[src/rtl/core/rdzbd_pkg.sv]
`default_nettype none
// ----------------------------------------------------------------------------
// rdzbd_pkg
// Types, constants and tables shared by the run-length block decoder.
// ----------------------------------------------------------------------------
package rdzbd_pkg;

  localparam int unsigned BLOCK_SIZE      = 64;
  localparam int unsigned NUM_QWORDS      = 8;
  localparam int unsigned CFG_INDEX_W     = 4;
  localparam int unsigned CFG_DATA_W      = 64;
  localparam int unsigned QUEUE_DEPTH_DEF = 4;

  localparam logic [15:0] PAD_WORD  = 16'hfe00;
  localparam logic [7:0]  PLAIN_Q   = 8'd2;
  localparam int unsigned PROD_W    = 19;   // 10-bit signed x 9-bit signed
  localparam int unsigned SCALED_W  = 27;   // product x scale, plus rounding
  localparam logic signed [SCALED_W-1:0] ROUND_ADD = SCALED_W'(4);
  localparam logic signed [SCALED_W-1:0] TRUNC_ADJ = SCALED_W'(7);
  localparam logic signed [SCALED_W-1:0] CLAMP_LO  = -SCALED_W'(1024);
  localparam logic signed [SCALED_W-1:0] CLAMP_HI  = SCALED_W'(1023);

  // Input word and result word
  typedef struct packed {
    logic [15:0] code_word;
    logic        final_word;
  } word_t;

  typedef struct packed {
    logic signed [10:0] coeff_value;
    logic [5:0]         coeff_index;
    logic               block_last;
    logic               decode_error;
  } coeff_t;

  // Command passed from the front end to the back end
  typedef struct packed {
    logic              do_store;
    logic              do_drain;
    logic              do_err;
    logic              scaled;
    logic signed [9:0] ac;
    logic [7:0]        q;
    logic [5:0]        scale;
    logic [5:0]        idx;
  } op_t;

  // Scan order to raster position
  localparam logic [5:0] ZIGZAG [BLOCK_SIZE] = '{
     0,  1,  8, 16,  9,  2,  3, 10, 17, 24, 32, 25, 18, 11,  4,  5,
    12, 19, 26, 33, 40, 48, 41, 34, 27, 20, 13,  6,  7, 14, 21, 28,
    35, 42, 49, 56, 57, 50, 43, 36, 29, 22, 15, 23, 30, 37, 44, 51,
    58, 59, 52, 45, 38, 31, 39, 46, 53, 60, 61, 54, 47, 55, 62, 63
  };

  // Saturate a wide signed value to the 11-bit coefficient range
  function automatic logic signed [10:0] clamp11(input logic signed [SCALED_W-1:0] v);
    logic signed [10:0] r;
    if (v < CLAMP_LO) begin
      r = CLAMP_LO[10:0];
    end else if (v > CLAMP_HI) begin
      r = CLAMP_HI[10:0];
    end else begin
      r = v[10:0];
    end
    return r;
  endfunction

endpackage
`default_nettype wire

[src/rtl/core/rdzbd_queue.sv]
`default_nettype none
// ----------------------------------------------------------------------------
// rdzbd_queue
// Small command queue between the front end and the back end.
// ----------------------------------------------------------------------------
module rdzbd_queue #(
  parameter int unsigned DEPTH = rdzbd_pkg::QUEUE_DEPTH_DEF
) (
  input  wire logic           clk,
  input  wire logic           rst,
  input  wire logic           push,
  input  wire rdzbd_pkg::op_t push_op,
  output logic                full,
  input  wire logic           pop,
  output rdzbd_pkg::op_t      head,
  output logic                empty
);
  import rdzbd_pkg::*;

  localparam int unsigned PTR_W = (DEPTH > 1) ? $clog2(DEPTH) : 1;
  localparam int unsigned CNT_W = $clog2(DEPTH + 1);

  op_t              slots [DEPTH];
  logic [PTR_W-1:0] wr_ptr;
  logic [PTR_W-1:0] rd_ptr;
  logic [CNT_W-1:0] count;

  assign full  = (count == CNT_W'(DEPTH));
  assign empty = (count == '0);
  assign head  = slots[rd_ptr];

  // Store pushed command
  always_ff @(posedge clk) begin
    if (push && !full) begin
      slots[wr_ptr] <= push_op;
    end
  end

  // Advance pointers and occupancy
  always_ff @(posedge clk) begin
    if (rst) begin
      wr_ptr <= '0;
      rd_ptr <= '0;
      count  <= '0;
    end else begin
      if (push && !full) begin
        wr_ptr <= (wr_ptr == PTR_W'(DEPTH - 1)) ? '0 : wr_ptr + 1'b1;
      end
      if (pop && !empty) begin
        rd_ptr <= (rd_ptr == PTR_W'(DEPTH - 1)) ? '0 : rd_ptr + 1'b1;
      end
      case ({push && !full, pop && !empty})
        2'b10:   count <= count + 1'b1;
        2'b01:   count <= count - 1'b1;
        default: count <= count;
      endcase
    end
  end

`ifndef SYNTHESIS
  a_count_bound: assert property (@(posedge clk) disable iff (rst)
    count <= CNT_W'(DEPTH))
    else $error("queue occupancy beyond depth");
`endif

endmodule
`default_nettype wire

[src/rtl/core/rdzbd_front.sv]
`default_nettype none
// ----------------------------------------------------------------------------
// rdzbd_front
// Accepts code words, tracks block position and turns them into store, drain
// or error commands, skipping padding between blocks; holds the quant table registers.
// ----------------------------------------------------------------------------
module rdzbd_front (
  input  wire logic                             clk,
  input  wire logic                             rst,
  input  wire logic                             word_valid,
  input  wire rdzbd_pkg::word_t                 word,
  output logic                                  word_stall,
  input  wire logic                             write_enable,
  input  wire logic [rdzbd_pkg::CFG_INDEX_W-1:0] reg_index,
  input  wire logic [rdzbd_pkg::CFG_DATA_W-1:0]  write_data,
  output logic                                  push,
  output rdzbd_pkg::op_t                        push_op,
  input  wire logic                             full
);
  import rdzbd_pkg::*;

  logic [CFG_DATA_W-1:0] qword [NUM_QWORDS];
  logic                  in_block;
  logic [5:0]            position;
  logic [5:0]            scale;

  logic                  in_block_next;
  logic [5:0]            position_next;
  logic [5:0]            scale_next;

  logic                  accept;
  logic [6:0]            run_sum;
  logic [5:0]            hdr_scale;
  logic [5:0]            n;
  logic [7:0]            q0;
  logic [7:0]            qn;
  logic [CFG_DATA_W-1:0] qsel;
  op_t                   op;

  assign word_stall = full;
  assign accept     = word_valid && !word_stall;
  assign hdr_scale  = word.code_word[15:10];
  assign run_sum    = {1'b0, position} + {1'b0, word.code_word[15:10]} + 7'd1;
  assign n          = run_sum[5:0];
  assign q0         = qword[0][7:0];
  assign qsel       = qword[n[5:3]];
  assign qn         = qsel[{n[2:0], 3'b000} +: 8];

  // Quant table writes; indexes beyond the table are dropped
  always_ff @(posedge clk) begin
    if (rst) begin
      for (int i = 0; i < NUM_QWORDS; i++) begin
        qword[i] <= '0;
      end
    end else if (write_enable && (reg_index < CFG_INDEX_W'(NUM_QWORDS))) begin
      qword[reg_index[$clog2(NUM_QWORDS)-1:0]] <= write_data;
    end
  end

  // Classify the word and build its command
  always_comb begin
    op            = '0;
    in_block_next = in_block;
    position_next = position;
    scale_next    = scale;
    if (!in_block) begin
      if (word.code_word != PAD_WORD) begin
        op.do_store   = 1'b1;
        op.ac         = word.code_word[9:0];
        op.idx        = ZIGZAG[0];
        op.scaled     = 1'b0;
        op.q          = (hdr_scale != '0) ? q0 : PLAIN_Q;
        op.scale      = hdr_scale;
        scale_next    = hdr_scale;
        in_block_next = 1'b1;
        position_next = '0;
      end
      if (word.final_word) begin
        op.do_err     = 1'b1;
        in_block_next = 1'b0;
        position_next = '0;
      end
    end else if (run_sum[6]) begin
      op.do_drain   = 1'b1;
      in_block_next = 1'b0;
      position_next = '0;
    end else begin
      op.do_store   = 1'b1;
      op.ac         = word.code_word[9:0];
      op.scaled     = (scale != '0);
      op.scale      = scale;
      op.q          = (scale != '0) ? qn : PLAIN_Q;
      op.idx        = (scale != '0) ? ZIGZAG[n] : n;
      position_next = n;
      if (word.final_word) begin
        op.do_err     = 1'b1;
        in_block_next = 1'b0;
        position_next = '0;
      end
    end
  end

  assign push    = accept && (op.do_store || op.do_drain || op.do_err);
  assign push_op = op;

  // Block state
  always_ff @(posedge clk) begin
    if (rst) begin
      in_block <= 1'b0;
      position <= '0;
      scale    <= '0;
    end else if (accept) begin
      in_block <= in_block_next;
      position <= position_next;
      scale    <= scale_next;
    end
  end

endmodule
`default_nettype wire

[src/rtl/core/rdzbd_back.sv]
`default_nettype none
// ----------------------------------------------------------------------------
// rdzbd_back
// Executes commands: dequantizes into the coefficient store, drains a
// finished block in raster order and emits error words.
// ----------------------------------------------------------------------------
module rdzbd_back (
  input  wire logic        clk,
  input  wire logic        rst,
  input  wire rdzbd_pkg::op_t head,
  input  wire logic        empty,
  output logic             pop,
  output logic             coeff_valid,
  output rdzbd_pkg::coeff_t coeff,
  input  wire logic        coeff_stall
);
  import rdzbd_pkg::*;

  typedef enum logic [3:0] {
    ST_IDLE  = 4'b0001,
    ST_MUL   = 4'b0010,
    ST_DRAIN = 4'b0100,
    ST_ERR   = 4'b1000
  } state_t;

  state_t                    state;
  state_t                    state_next;

  // Latched command
  logic signed [PROD_W-1:0]  prod;
  logic [5:0]                op_scale;
  logic [5:0]                op_idx;
  logic                      op_scaled;
  logic                      op_err;

  // Coefficient store and its written flags
  logic signed [10:0]        store [BLOCK_SIZE];
  logic [BLOCK_SIZE-1:0]     written_mask;
  logic [5:0]                drain_cnt;

  // Read slot in front of the output register
  logic signed [10:0]        rd_data;
  logic                      rd_pending;
  logic                      rd_mem_valid;
  logic [5:0]                rd_index;
  logic                      rd_last;
  logic                      rd_err;

  logic                      rd_move;
  logic                      slot_free;
  logic                      rd_issue;
  logic                      err_load;
  logic signed [SCALED_W-1:0] scaled_prod;
  logic signed [SCALED_W-1:0] rounded;
  logic signed [SCALED_W-1:0] quot;
  logic signed [10:0]        wr_value;
  coeff_t                    out_word;

  assign rd_move   = rd_pending && (!coeff_valid || !coeff_stall);
  assign slot_free = !rd_pending || rd_move;
  assign rd_issue  = (state == ST_DRAIN) && slot_free;
  assign err_load  = (state == ST_ERR) && slot_free;
  assign pop       = (state == ST_IDLE) && !empty;

  // Scale, round toward zero after the divide by eight, and saturate
  assign scaled_prod = SCALED_W'(prod) * $signed({1'b0, op_scale});
  assign rounded     = scaled_prod + ROUND_ADD;
  assign quot        = rounded[SCALED_W-1] ? ((rounded + TRUNC_ADJ) >>> 3) : (rounded >>> 3);
  assign wr_value    = op_scaled ? clamp11(quot) : clamp11(SCALED_W'(prod));

  // Sequencer
  always_comb begin
    state_next = state;
    unique case (state)
      ST_IDLE: begin
        if (pop) begin
          if (head.do_drain) begin
            state_next = ST_DRAIN;
          end else if (head.do_store) begin
            state_next = ST_MUL;
          end else begin
            state_next = ST_ERR;
          end
        end
      end
      ST_MUL: begin
        state_next = op_err ? ST_ERR : ST_IDLE;
      end
      ST_DRAIN: begin
        if (rd_issue && (drain_cnt == 6'(BLOCK_SIZE - 1))) begin
          state_next = ST_IDLE;
        end
      end
      ST_ERR: begin
        if (err_load) begin
          state_next = ST_IDLE;
        end
      end
      default: state_next = ST_IDLE;
    endcase
  end

  always_ff @(posedge clk) begin
    if (rst) begin
      state <= ST_IDLE;
    end else begin
      state <= state_next;
    end
  end

  // Latch command and first product
  always_ff @(posedge clk) begin
    if (pop) begin
      prod      <= head.ac * $signed({1'b0, head.q});
      op_scale  <= head.scale;
      op_idx    <= head.idx;
      op_scaled <= head.scaled;
      op_err    <= head.do_err;
    end
  end

  // Coefficient store write and drain read
  always_ff @(posedge clk) begin
    if (state == ST_MUL) begin
      store[op_idx] <= wr_value;
    end
  end

  always_ff @(posedge clk) begin
    if (rd_issue) begin
      rd_data <= store[drain_cnt];
    end
  end

  // Written flags: set on store, clear when the block closes
  always_ff @(posedge clk) begin
    if (rst) begin
      written_mask <= '0;
    end else if (state == ST_MUL) begin
      written_mask[op_idx] <= 1'b1;
    end else if ((rd_issue && (drain_cnt == 6'(BLOCK_SIZE - 1))) || err_load) begin
      written_mask <= '0;
    end
  end

  // Drain counter
  always_ff @(posedge clk) begin
    if (rst) begin
      drain_cnt <= '0;
    end else if (pop) begin
      drain_cnt <= '0;
    end else if (rd_issue) begin
      drain_cnt <= drain_cnt + 1'b1;
    end
  end

  // Read slot
  always_ff @(posedge clk) begin
    if (rst) begin
      rd_pending <= 1'b0;
    end else if (rd_issue || err_load) begin
      rd_pending <= 1'b1;
    end else if (rd_move) begin
      rd_pending <= 1'b0;
    end
  end

  always_ff @(posedge clk) begin
    if (rd_issue) begin
      rd_mem_valid <= written_mask[drain_cnt];
      rd_index     <= drain_cnt;
      rd_last      <= (drain_cnt == 6'(BLOCK_SIZE - 1));
      rd_err       <= 1'b0;
    end else if (err_load) begin
      rd_mem_valid <= 1'b0;
      rd_index     <= '0;
      rd_last      <= 1'b1;
      rd_err       <= 1'b1;
    end
  end

  always_comb begin
    out_word.coeff_value  = (rd_mem_valid && !rd_err) ? rd_data : '0;
    out_word.coeff_index  = rd_index;
    out_word.block_last   = rd_last;
    out_word.decode_error = rd_err;
  end

  // Output register
  always_ff @(posedge clk) begin
    if (rst) begin
      coeff_valid <= 1'b0;
    end else if (rd_move) begin
      coeff_valid <= 1'b1;
    end else if (!coeff_stall) begin
      coeff_valid <= 1'b0;
    end
  end

  always_ff @(posedge clk) begin
    if (rd_move) begin
      coeff <= out_word;
    end
  end

`ifndef SYNTHESIS
  a_mul_one_cycle: assert property (@(posedge clk) disable iff (rst)
    state == ST_MUL |=> state != ST_MUL)
    else $error("multiply step held longer than one cycle");

  a_err_word: assert property (@(posedge clk) disable iff (rst)
    coeff_valid && coeff.decode_error |->
      coeff.block_last && (coeff.coeff_value == '0) && (coeff.coeff_index == '0))
    else $error("malformed error word");

  a_mask_cleared: assert property (@(posedge clk) disable iff (rst)
    rd_issue && (drain_cnt == 6'(BLOCK_SIZE - 1)) |=> written_mask == '0)
    else $error("written flags not cleared after drain");
`endif

endmodule
`default_nettype wire

[src/rtl/core/rle_dequant_zigzag_block_decoder_top.sv]
`default_nettype none
// ----------------------------------------------------------------------------
// rle_dequant_zigzag_block_decoder_top
// Run-length decoder with dequantization and zigzag reordering for 8x8 blocks.
// ----------------------------------------------------------------------------
// Usage:
//   Input channel word/word_valid/word_stall carries one 16-bit code word and
//   its end-of-input flag per handshake. Output channel coeff/coeff_valid/
//   coeff_stall carries one coefficient word per handshake: 64 words in
//   raster order per block (block_last on the 64th), or a single error word.
//   The quant table is eight 64-bit registers written through write_enable,
//   reg_index and write_data; load it while the block is idle.
// Timing:
//   The front end takes one word per cycle while its command queue has room.
//   The back end takes a stored coefficient's command and forms the product,
//   then scales, rounds and stores it; an error word follows its command (after
//   the store when it comes with one), and a block drain takes the command and
//   then does one read per word, paced by the single coefficient store port. A
//   drain word passes through the command queue, the read slot and the output
//   register after the completing word is accepted.
// Reset: rst clears block state, the quant table and all queued commands.
// Stall: coeff_stall holds the output word; the back end and then the queue
//   back up, and word_stall rises once the queue is full.
// ----------------------------------------------------------------------------
module rle_dequant_zigzag_block_decoder_top #(
  parameter int unsigned QUEUE_DEPTH = rdzbd_pkg::QUEUE_DEPTH_DEF
) (
  input  wire logic                              clk,
  input  wire logic                              rst,
  input  wire logic                              word_valid,
  input  wire rdzbd_pkg::word_t                  word,
  output logic                                   word_stall,
  output logic                                   coeff_valid,
  output rdzbd_pkg::coeff_t                      coeff,
  input  wire logic                              coeff_stall,
  input  wire logic                              write_enable,
  input  wire logic [rdzbd_pkg::CFG_INDEX_W-1:0] reg_index,
  input  wire logic [rdzbd_pkg::CFG_DATA_W-1:0]  write_data
);
  import rdzbd_pkg::*;

  logic push;
  op_t  push_op;
  logic full;
  logic pop;
  op_t  head;
  logic empty;

  rdzbd_front u_front (
    .clk          (clk),
    .rst          (rst),
    .word_valid   (word_valid),
    .word         (word),
    .word_stall   (word_stall),
    .write_enable (write_enable),
    .reg_index    (reg_index),
    .write_data   (write_data),
    .push         (push),
    .push_op      (push_op),
    .full         (full)
  );

  rdzbd_queue #(
    .DEPTH (QUEUE_DEPTH)
  ) u_queue (
    .clk     (clk),
    .rst     (rst),
    .push    (push),
    .push_op (push_op),
    .full    (full),
    .pop     (pop),
    .head    (head),
    .empty   (empty)
  );

  rdzbd_back u_back (
    .clk         (clk),
    .rst         (rst),
    .head        (head),
    .empty       (empty),
    .pop         (pop),
    .coeff_valid (coeff_valid),
    .coeff       (coeff),
    .coeff_stall (coeff_stall)
  );

endmodule
`default_nettype wire

[config.mk]
export PLATFORM = sky130hd
export DESIGN_NAME = rle_dequant_zigzag_block_decoder_top
export DESIGN_NICKNAME = d
export VERILOG_FILES = /design/src/rtl/core/rdzbd_pkg.sv /design/src/rtl/core/rdzbd_queue.sv /design/src/rtl/core/rdzbd_front.sv /design/src/rtl/core/rdzbd_back.sv /design/src/rtl/core/rle_dequant_zigzag_block_decoder_top.sv
export SDC_FILE = /design/constraint.sdc
export NUM_CORES = 2
export LEC_CHECK = 0
export BUFFER_PORTS_ARGS = -buffer_cell sky130_fd_sc_hd__buf_2
export CORE_MARGIN = 2
export CORE_UTILIZATION = 50
export CTS_BUF_LIST = sky130_fd_sc_hd__clkbuf_4 sky130_fd_sc_hd__clkbuf_8 sky130_fd_sc_hd__clkbuf_16
export DETAILED_ROUTE_END_ITERATION = 16
export GPL_TIMING_DRIVEN = 0
export PLACE_DENSITY = 0.73
export SKIP_LAST_GASP = 1
export SLEW_MARGIN = 25
export SYNTH_ARGS = -nofsm -noshare
export SYNTH_HDL_FRONTEND = slang
export SYNTH_SLANG_ARGS = --single-unit
export TNS_END_PERCENT = 10
[constraint.sdc]
create_clock -name clk -period 10.9 [get_ports clk]
set_input_delay 2.18 -clock clk [delete_from_list [all_inputs] [get_ports clk]]
set_output_delay 2.18 -clock clk [all_outputs]
set_load 0.01 [all_outputs]
Word level (Yosys, flattened, before mapping):

Memory sizes are Yosys's and may differ from the RTL's. A register that Yosys moved wholly into a read port is not among the register bits.
Cells that the tools add are included.

* register bits: 157
* latch bits: 0
* RAM bits: 1352
* ROM bits: 384
* output and inout port bits: 21
* logic and storage cells: 173
* memories: 4

* $add $sub $neg: 9
* multiply operators: 2
* divide/modulo/power cells: 0
* magnitude comparators: 9
* eq/ne operators: 15
* shift operators: 1
* mux-type cells: 69
* bitwise logic cells: 3
* reductions and logical operators: 37

Memory list
* u_back.store: depth 64, width 11, read ports 1, clocked after memory_dff 1, write ports 1, RTL line rdzbd_back.sv:37 `logic signed [10:0] store [BLOCK_SIZE];`
* u_front.qword: depth 8, width 64, read ports 2, clocked after memory_dff 0, write ports 8, RTL line rdzbd_front.sv:22 `logic [CFG_DATA_W-1:0] qword [NUM_QWORDS];`
* (name not given): depth 64, width 6, read ports 1, clocked after memory_dff 0, write ports 0, RTL line rdzbd_front.sv:93 `op.idx = (scale != '0) ? ZIGZAG[n] : n;`
* u_queue.slots: depth 4, width 34, read ports 1, clocked after memory_dff 1, write ports 1, RTL line rdzbd_queue.sv:23 `op_t slots [DEPTH];`

Operators by type and width (count)
* $mux 64: 3
* $mux 32: 2
* $or 64x64->64: 1
* $reduce_or 64->1: 1
* $shiftx 64x7->8: 1
* $mux 6: 10
* $mux 11: 5
* $add 27x4->27 const B: 2
* $mux 1: 30
* $mux 30: 1
* $gt 27x11->1 const B: 1
* $lt 27x11->1 const B: 1
* $mux 27: 1
* $mul 19x7->26: 1
* $mux 4: 6
* $gt 19x11->1 const B: 1
* $lt 19x11->1 const B: 1
* $mul 10x9->19: 1
* $mux 8: 2
* $ne 16x16->1 const B: 1
* $pmux 4 s4: 1
* $lt 6x7->1 const B: 2
* $logic_and 1x1->1: 12
* $reduce_bool 6->1: 2
* 34 further kinds: 56

Depth between registers and ports, before layout:

* word-level depth: 14
* gate-level depth with buffers: 28
* depth with buffers taken out: 26

Cells and area by module:

A second synthesis with hierarchy kept.

* cell total of the unflattened synthesis: 4464
* area total of the unflattened synthesis: 71542.4 sq um

Modules (own cells, without submodules)
* rdzbd_back: instances 1, cells an instance 2540, area each 41282.1 sq um, sequential area each 24813.8 sq um
* rdzbd_front: instances 1, cells an instance 1692, area each 24867.6 sq um, sequential area each 15635.0 sq um
* rdzbd_queue: instances 1, cells an instance 232, area each 5392.7 sq um, sequential area each 4264.1 sq um

Worst setup path before layout:

OpenSTA, ideal clock, no wires.

* path type: flip-flop to flip-flop
* from: register u_back.op_scale[2]
* to: memory u_back.store[0][0] (data pin)
* library setup time: 0.553 ns
* arrival: 8.052 ns
* setup slack: 2.295 ns
* cell stages (with the launch flop): 25
* path buffers: 2
* clock period less this slack: 8.605 ns
* cell sequence: edfxtp_1 > clkbuf_1 > and2_1 > fa_1 > inv_1 > fa_1 > inv_1 > fa_1 > fa_1 > ha_1 > clkbuf_1 > nand2_1 > a211oi_4 > o21a_1 > o211ai_1 > or4_4 > or4_1 > a211o_1 > o21ai_2 > nand4_1 > xnor2_1 > nor4_2 > a41oi_2 > nor2_1 > o22ai_1

* cells in the longest elaborated chain, start to end: 8
* elaborated cells between the ends (all ways): 9
* those cells by class: add/sub (2); mul (1); order compare (2); mux (4)

RTL lines
* start: declaration: RTL line rdzbd_back.sv:31 `logic [5:0] op_scale;`
* start signal: assignment: RTL line rdzbd_back.sv:115 `op_scale <= head.scale;`
* $mul 19x7->26 *: RTL line rdzbd_back.sv:66 `assign scaled_prod = SCALED_W'(prod) * $signed({1'b0, op_scale});`
* $add 27x4->27 *: RTL line rdzbd_back.sv:67 `assign rounded = scaled_prod + ROUND_ADD;`
* $add 27x4->27: RTL line rdzbd_back.sv:68 `assign quot = rounded[SCALED_W-1] ? ((rounded + TRUNC_ADJ) >>> 3) : (rounded >>> 3);`
* $mux 27 *: RTL line rdzbd_back.sv:68
* $gt 27x11->1: RTL line rdzbd_pkg.sv:61 `end else if (v > CLAMP_HI) begin`
* $mux 11: RTL line rdzbd_pkg.sv:61
* $mux 11 *: RTL line rdzbd_pkg.sv:59 `if (v < CLAMP_LO) begin`
* $mux 11 *: RTL line rdzbd_back.sv:69 `assign wr_value = op_scaled ? clamp11(quot) : clamp11(SCALED_W'(prod));`
* named net u_back.wr_value[0]: RTL line rdzbd_back.sv:56 `logic signed [10:0] wr_value;`
* end: declaration: RTL line rdzbd_back.sv:37

The timed path passes the listed nets; every way through them passes the cells marked *.

Worst setup path after layout:

* from: register u_back.op_scale[2]
* to: memory u_back.store[23][1] (data pin)

Same word-level chain as after synthesis.

==> out/metrics.cfg <==
[outcome]
status = complete, no violations

[min_path]
min_to = u_back.coeff[1]
hold_path_class = reg -> reg
hold_start = u_back.rd_last
hold_depth = 0

[floorplan]
num_rows = 138
die_x_um = 381
die_y_um = 381
start_util_pct = 50.3
io-pin-count = 111
die-area_mm2 = 0.145
coreArea_mm2 = 0.141

[yosys]
synth-edff-count = 1423
ys_ff_latch = 1522
ys_types = 93
syn-cell-area_mm2 = 0.0712
synthTopCellsByArea = edfxtp_1 (60%), mux4_2 (14%), and2_1 (6.1%)
synth_most_common_cell = edfxtp_1
ys_async_sr_fraction_pct = 0
synth_commonest_cells = edfxtp_1 (1423), and2_1 (692), mux4_2 (454), inv_1 (197), nor2_1 (189)
syn_avg_cell_area_um2 = 16.4
netlist.area_leader.share_pct = 60.0
synth_top_area_cell = edfxtp_1
yosysSeqAreaShare_pct = 62.8
synthFlopType = edfxtp_1
syn_inst = 4338
yosysWarnings = 0
syn-num-nets = 4692

[global_routing]
grt_antenna_before_repair = 41
grt-ovfl-total = 0
track_usage_pct = 24.0
first_global_vias = 39876
grt_max_degree = 65
grt_pass1_wl_um = 259000

[critical_path]
crit_path_start_kind = register
path_max_fanout = 27
cp_data_arrival_time_ns = 9.48
r2r_end = u_back.store[23][1]
reg2regPathDepth = 25
rrSetupSlack_ns = 2.03
worstSetupPathType = reg -> reg
cp-end-kind = register
timing.rr.start = u_back.op_scale[2]
required_ns = 11.51

[placement]
place_ws_ns = 2.02
gp_congestion = 0.842
io_buffers = 109
dp_hpwl_um = 118000

[cts]
htree_levels = 4
clockBufferDepth = 3
cts_buffers = 154
worstSkewPairLatency_ns = 0.81
post_cts_buffers = 0
clock_sinks = 1522
cts_resized = 0
cts-root-buf = clkbuf_16
hold_buffers = 0
clk_pin_slew_ns = 0.07
cts_tree = yes

[routing]
avgRoutedWirePerCell_um = 26.0
drc = 0
drtPass1Iterations = 5
first_iter_violations = 4092
vias_per_cell = 5.96
wirelength_um = 174000
vias = 39729
ant_nets = 0

[sta]
fin_ws_ns = 2.03
post-route-period-util_pct = 81.4
setup_viol = 0
max_freq_mhz = 113
drv_slew = 0
worst_pin_slew_ns = 1.12
finClkSkew_ns = 0.0685
max_slew_margin_pct = 25.1
finalHoldViolations = 0
rsz0062_at_grt = no
final.min_clock_period_ns = 8.87

[layout]
area_growth_pct = 13.2
drive_above_1_share_pct = 21.6
fin_nets = 4996

[run]
max-cap-violations = 0

## critical path: stages (launching register included)
cell       delay (ns)
edfxtp_1         0.52
clkbuf_1         0.32
and2_1           0.27
fa_1             0.50
inv_1            0.05
fa_1             0.52
inv_1            0.05
fa_1             0.49
fa_1             0.42
ha_1             0.28
clkbuf_1         0.26
o211ai_1         0.24
o211ai_1         0.37
a21oi_1          0.22
o41ai_1          0.45
xnor2_1          0.39
and4b_1          0.40
o211ai_1         0.23
a2111oi_2        0.57
maj3_1           0.27
nand2_1          0.11
xor2_1           0.20
a41oi_2          0.47
nor2_1           0.16
o22ai_4          0.66
buf_16           0.25
## metrics by stage
step | util, % | hold WS, ns | area [um2] | TNS [ns] | cells
6_report | 57.0 | 0.420 | 80600 | 0 | 6667
5_1_grt | 57.0 | 0.426 | 80500 | 0 | 6658
4_1_cts | 56.9 | 0.420 | 80500 | 0 | 6656
3_5_place_dp | 53.4 | 0.405 | 75500 | 0 | 6376
3_3_place_gp | 52.4 | 0.405 | 74100 | -777.22 | 6337
2_1_floorplan | - | 0.400 | 71200 | 0 | 4338
## layout by cell type, fill, tap and decap left out, types with 23 or more instances in the layout
master / count
a21oi_1: 67
and2_1: 692
buf_1: 25
buf_16: 26
buf_2: 121
clkbuf_1: 163
clkbuf_16: 156
clkbuf_4: 47
clkinv_2: 27
dfxtp_1: 99
edfxtp_1: 1423
fa_1: 147
ha_1: 117
inv_1: 197
mux4_2: 454
nand2_1: 131
nand3_1: 30
nor2_1: 118
nor2_2: 66
nor3_1: 42
o21a_1: 70
o21ai_0: 59
xnor2_1: 52
xor2_1: 23
## area by class of cell
class,instances,area [um2]
Fill cell,10606,60800
Sequential cell,1522,44700
Multi-Input combinational cell,2397,25300
Clock buffer,208,4330
Tap cell,1890,2360
Timing Repair Buffer,148,1490
Buffer,221,871
Inverter,198,743
Clock inverter,72,697
Antenna cell,11,27.5
## routing by layer
| layer | wire (um) | GRT usage [%] |
|---|---|---|
| met1 | 68500 | 32.3 |
| met2 | 83900 | 38.8 |
| met3 | 14700 | 5.51 |
| met4 | 6180 | 8.21 |
| met5 | 299 | 0 |
## flip-flops by register name, indices dropped and copies added, names as in the netlist, 2 cells and up, named ones only
signal,flops
u_back.prod,19
u_front.position,6
u_back.rd_data,11
u_front.scale,6
u_queue.rd_ptr,2
u_back.drain_cnt,6
u_queue.count,3
u_back.op_scale,6
u_queue.wr_ptr,2
u_back.written_mask,64
u_back.op_idx,6
u_back.state,4
u_back.rd_index,6
u_queue.slots,136
u_front.qword,512
u_back.store,704
u_back.coeff,19
## cell families (layout without fill, tap and decap cells)
family	Yosys count	after routing	share of synthesized area, %
DFF	1522	1522	62.8
AOI/OAI and AO/OA	342	342	3.34
adders and majority gates	266	266	6.22
other	0	11	0
buffers and inverters	419	847	2.22
and+or+nand+nor	1242	1242	9.87
muxes	467	467	14.5
xor gates and xnor gates	80	80	1.02
## worst max path at each step
stage                     slack, ns               start             endpoint
after floorplan                2.30  u_back.op_scale[2]   u_back.store[0][0]
after global placement        -1.52  u_back.op_scale[2]  u_back.store[26][4]
after detailed placement       2.02  u_back.op_scale[2]  u_back.store[23][1]
after CTS                      2.03  u_back.op_scale[2]  u_back.store[23][1]
after global routing           1.50  u_back.op_scale[2]  u_back.store[21][1]
final                          2.03  u_back.op_scale[2]  u_back.store[23][1]
Power is not shown: default switching activity piles up to over one toggle a cycle in this logic, so the estimate is an artifact.
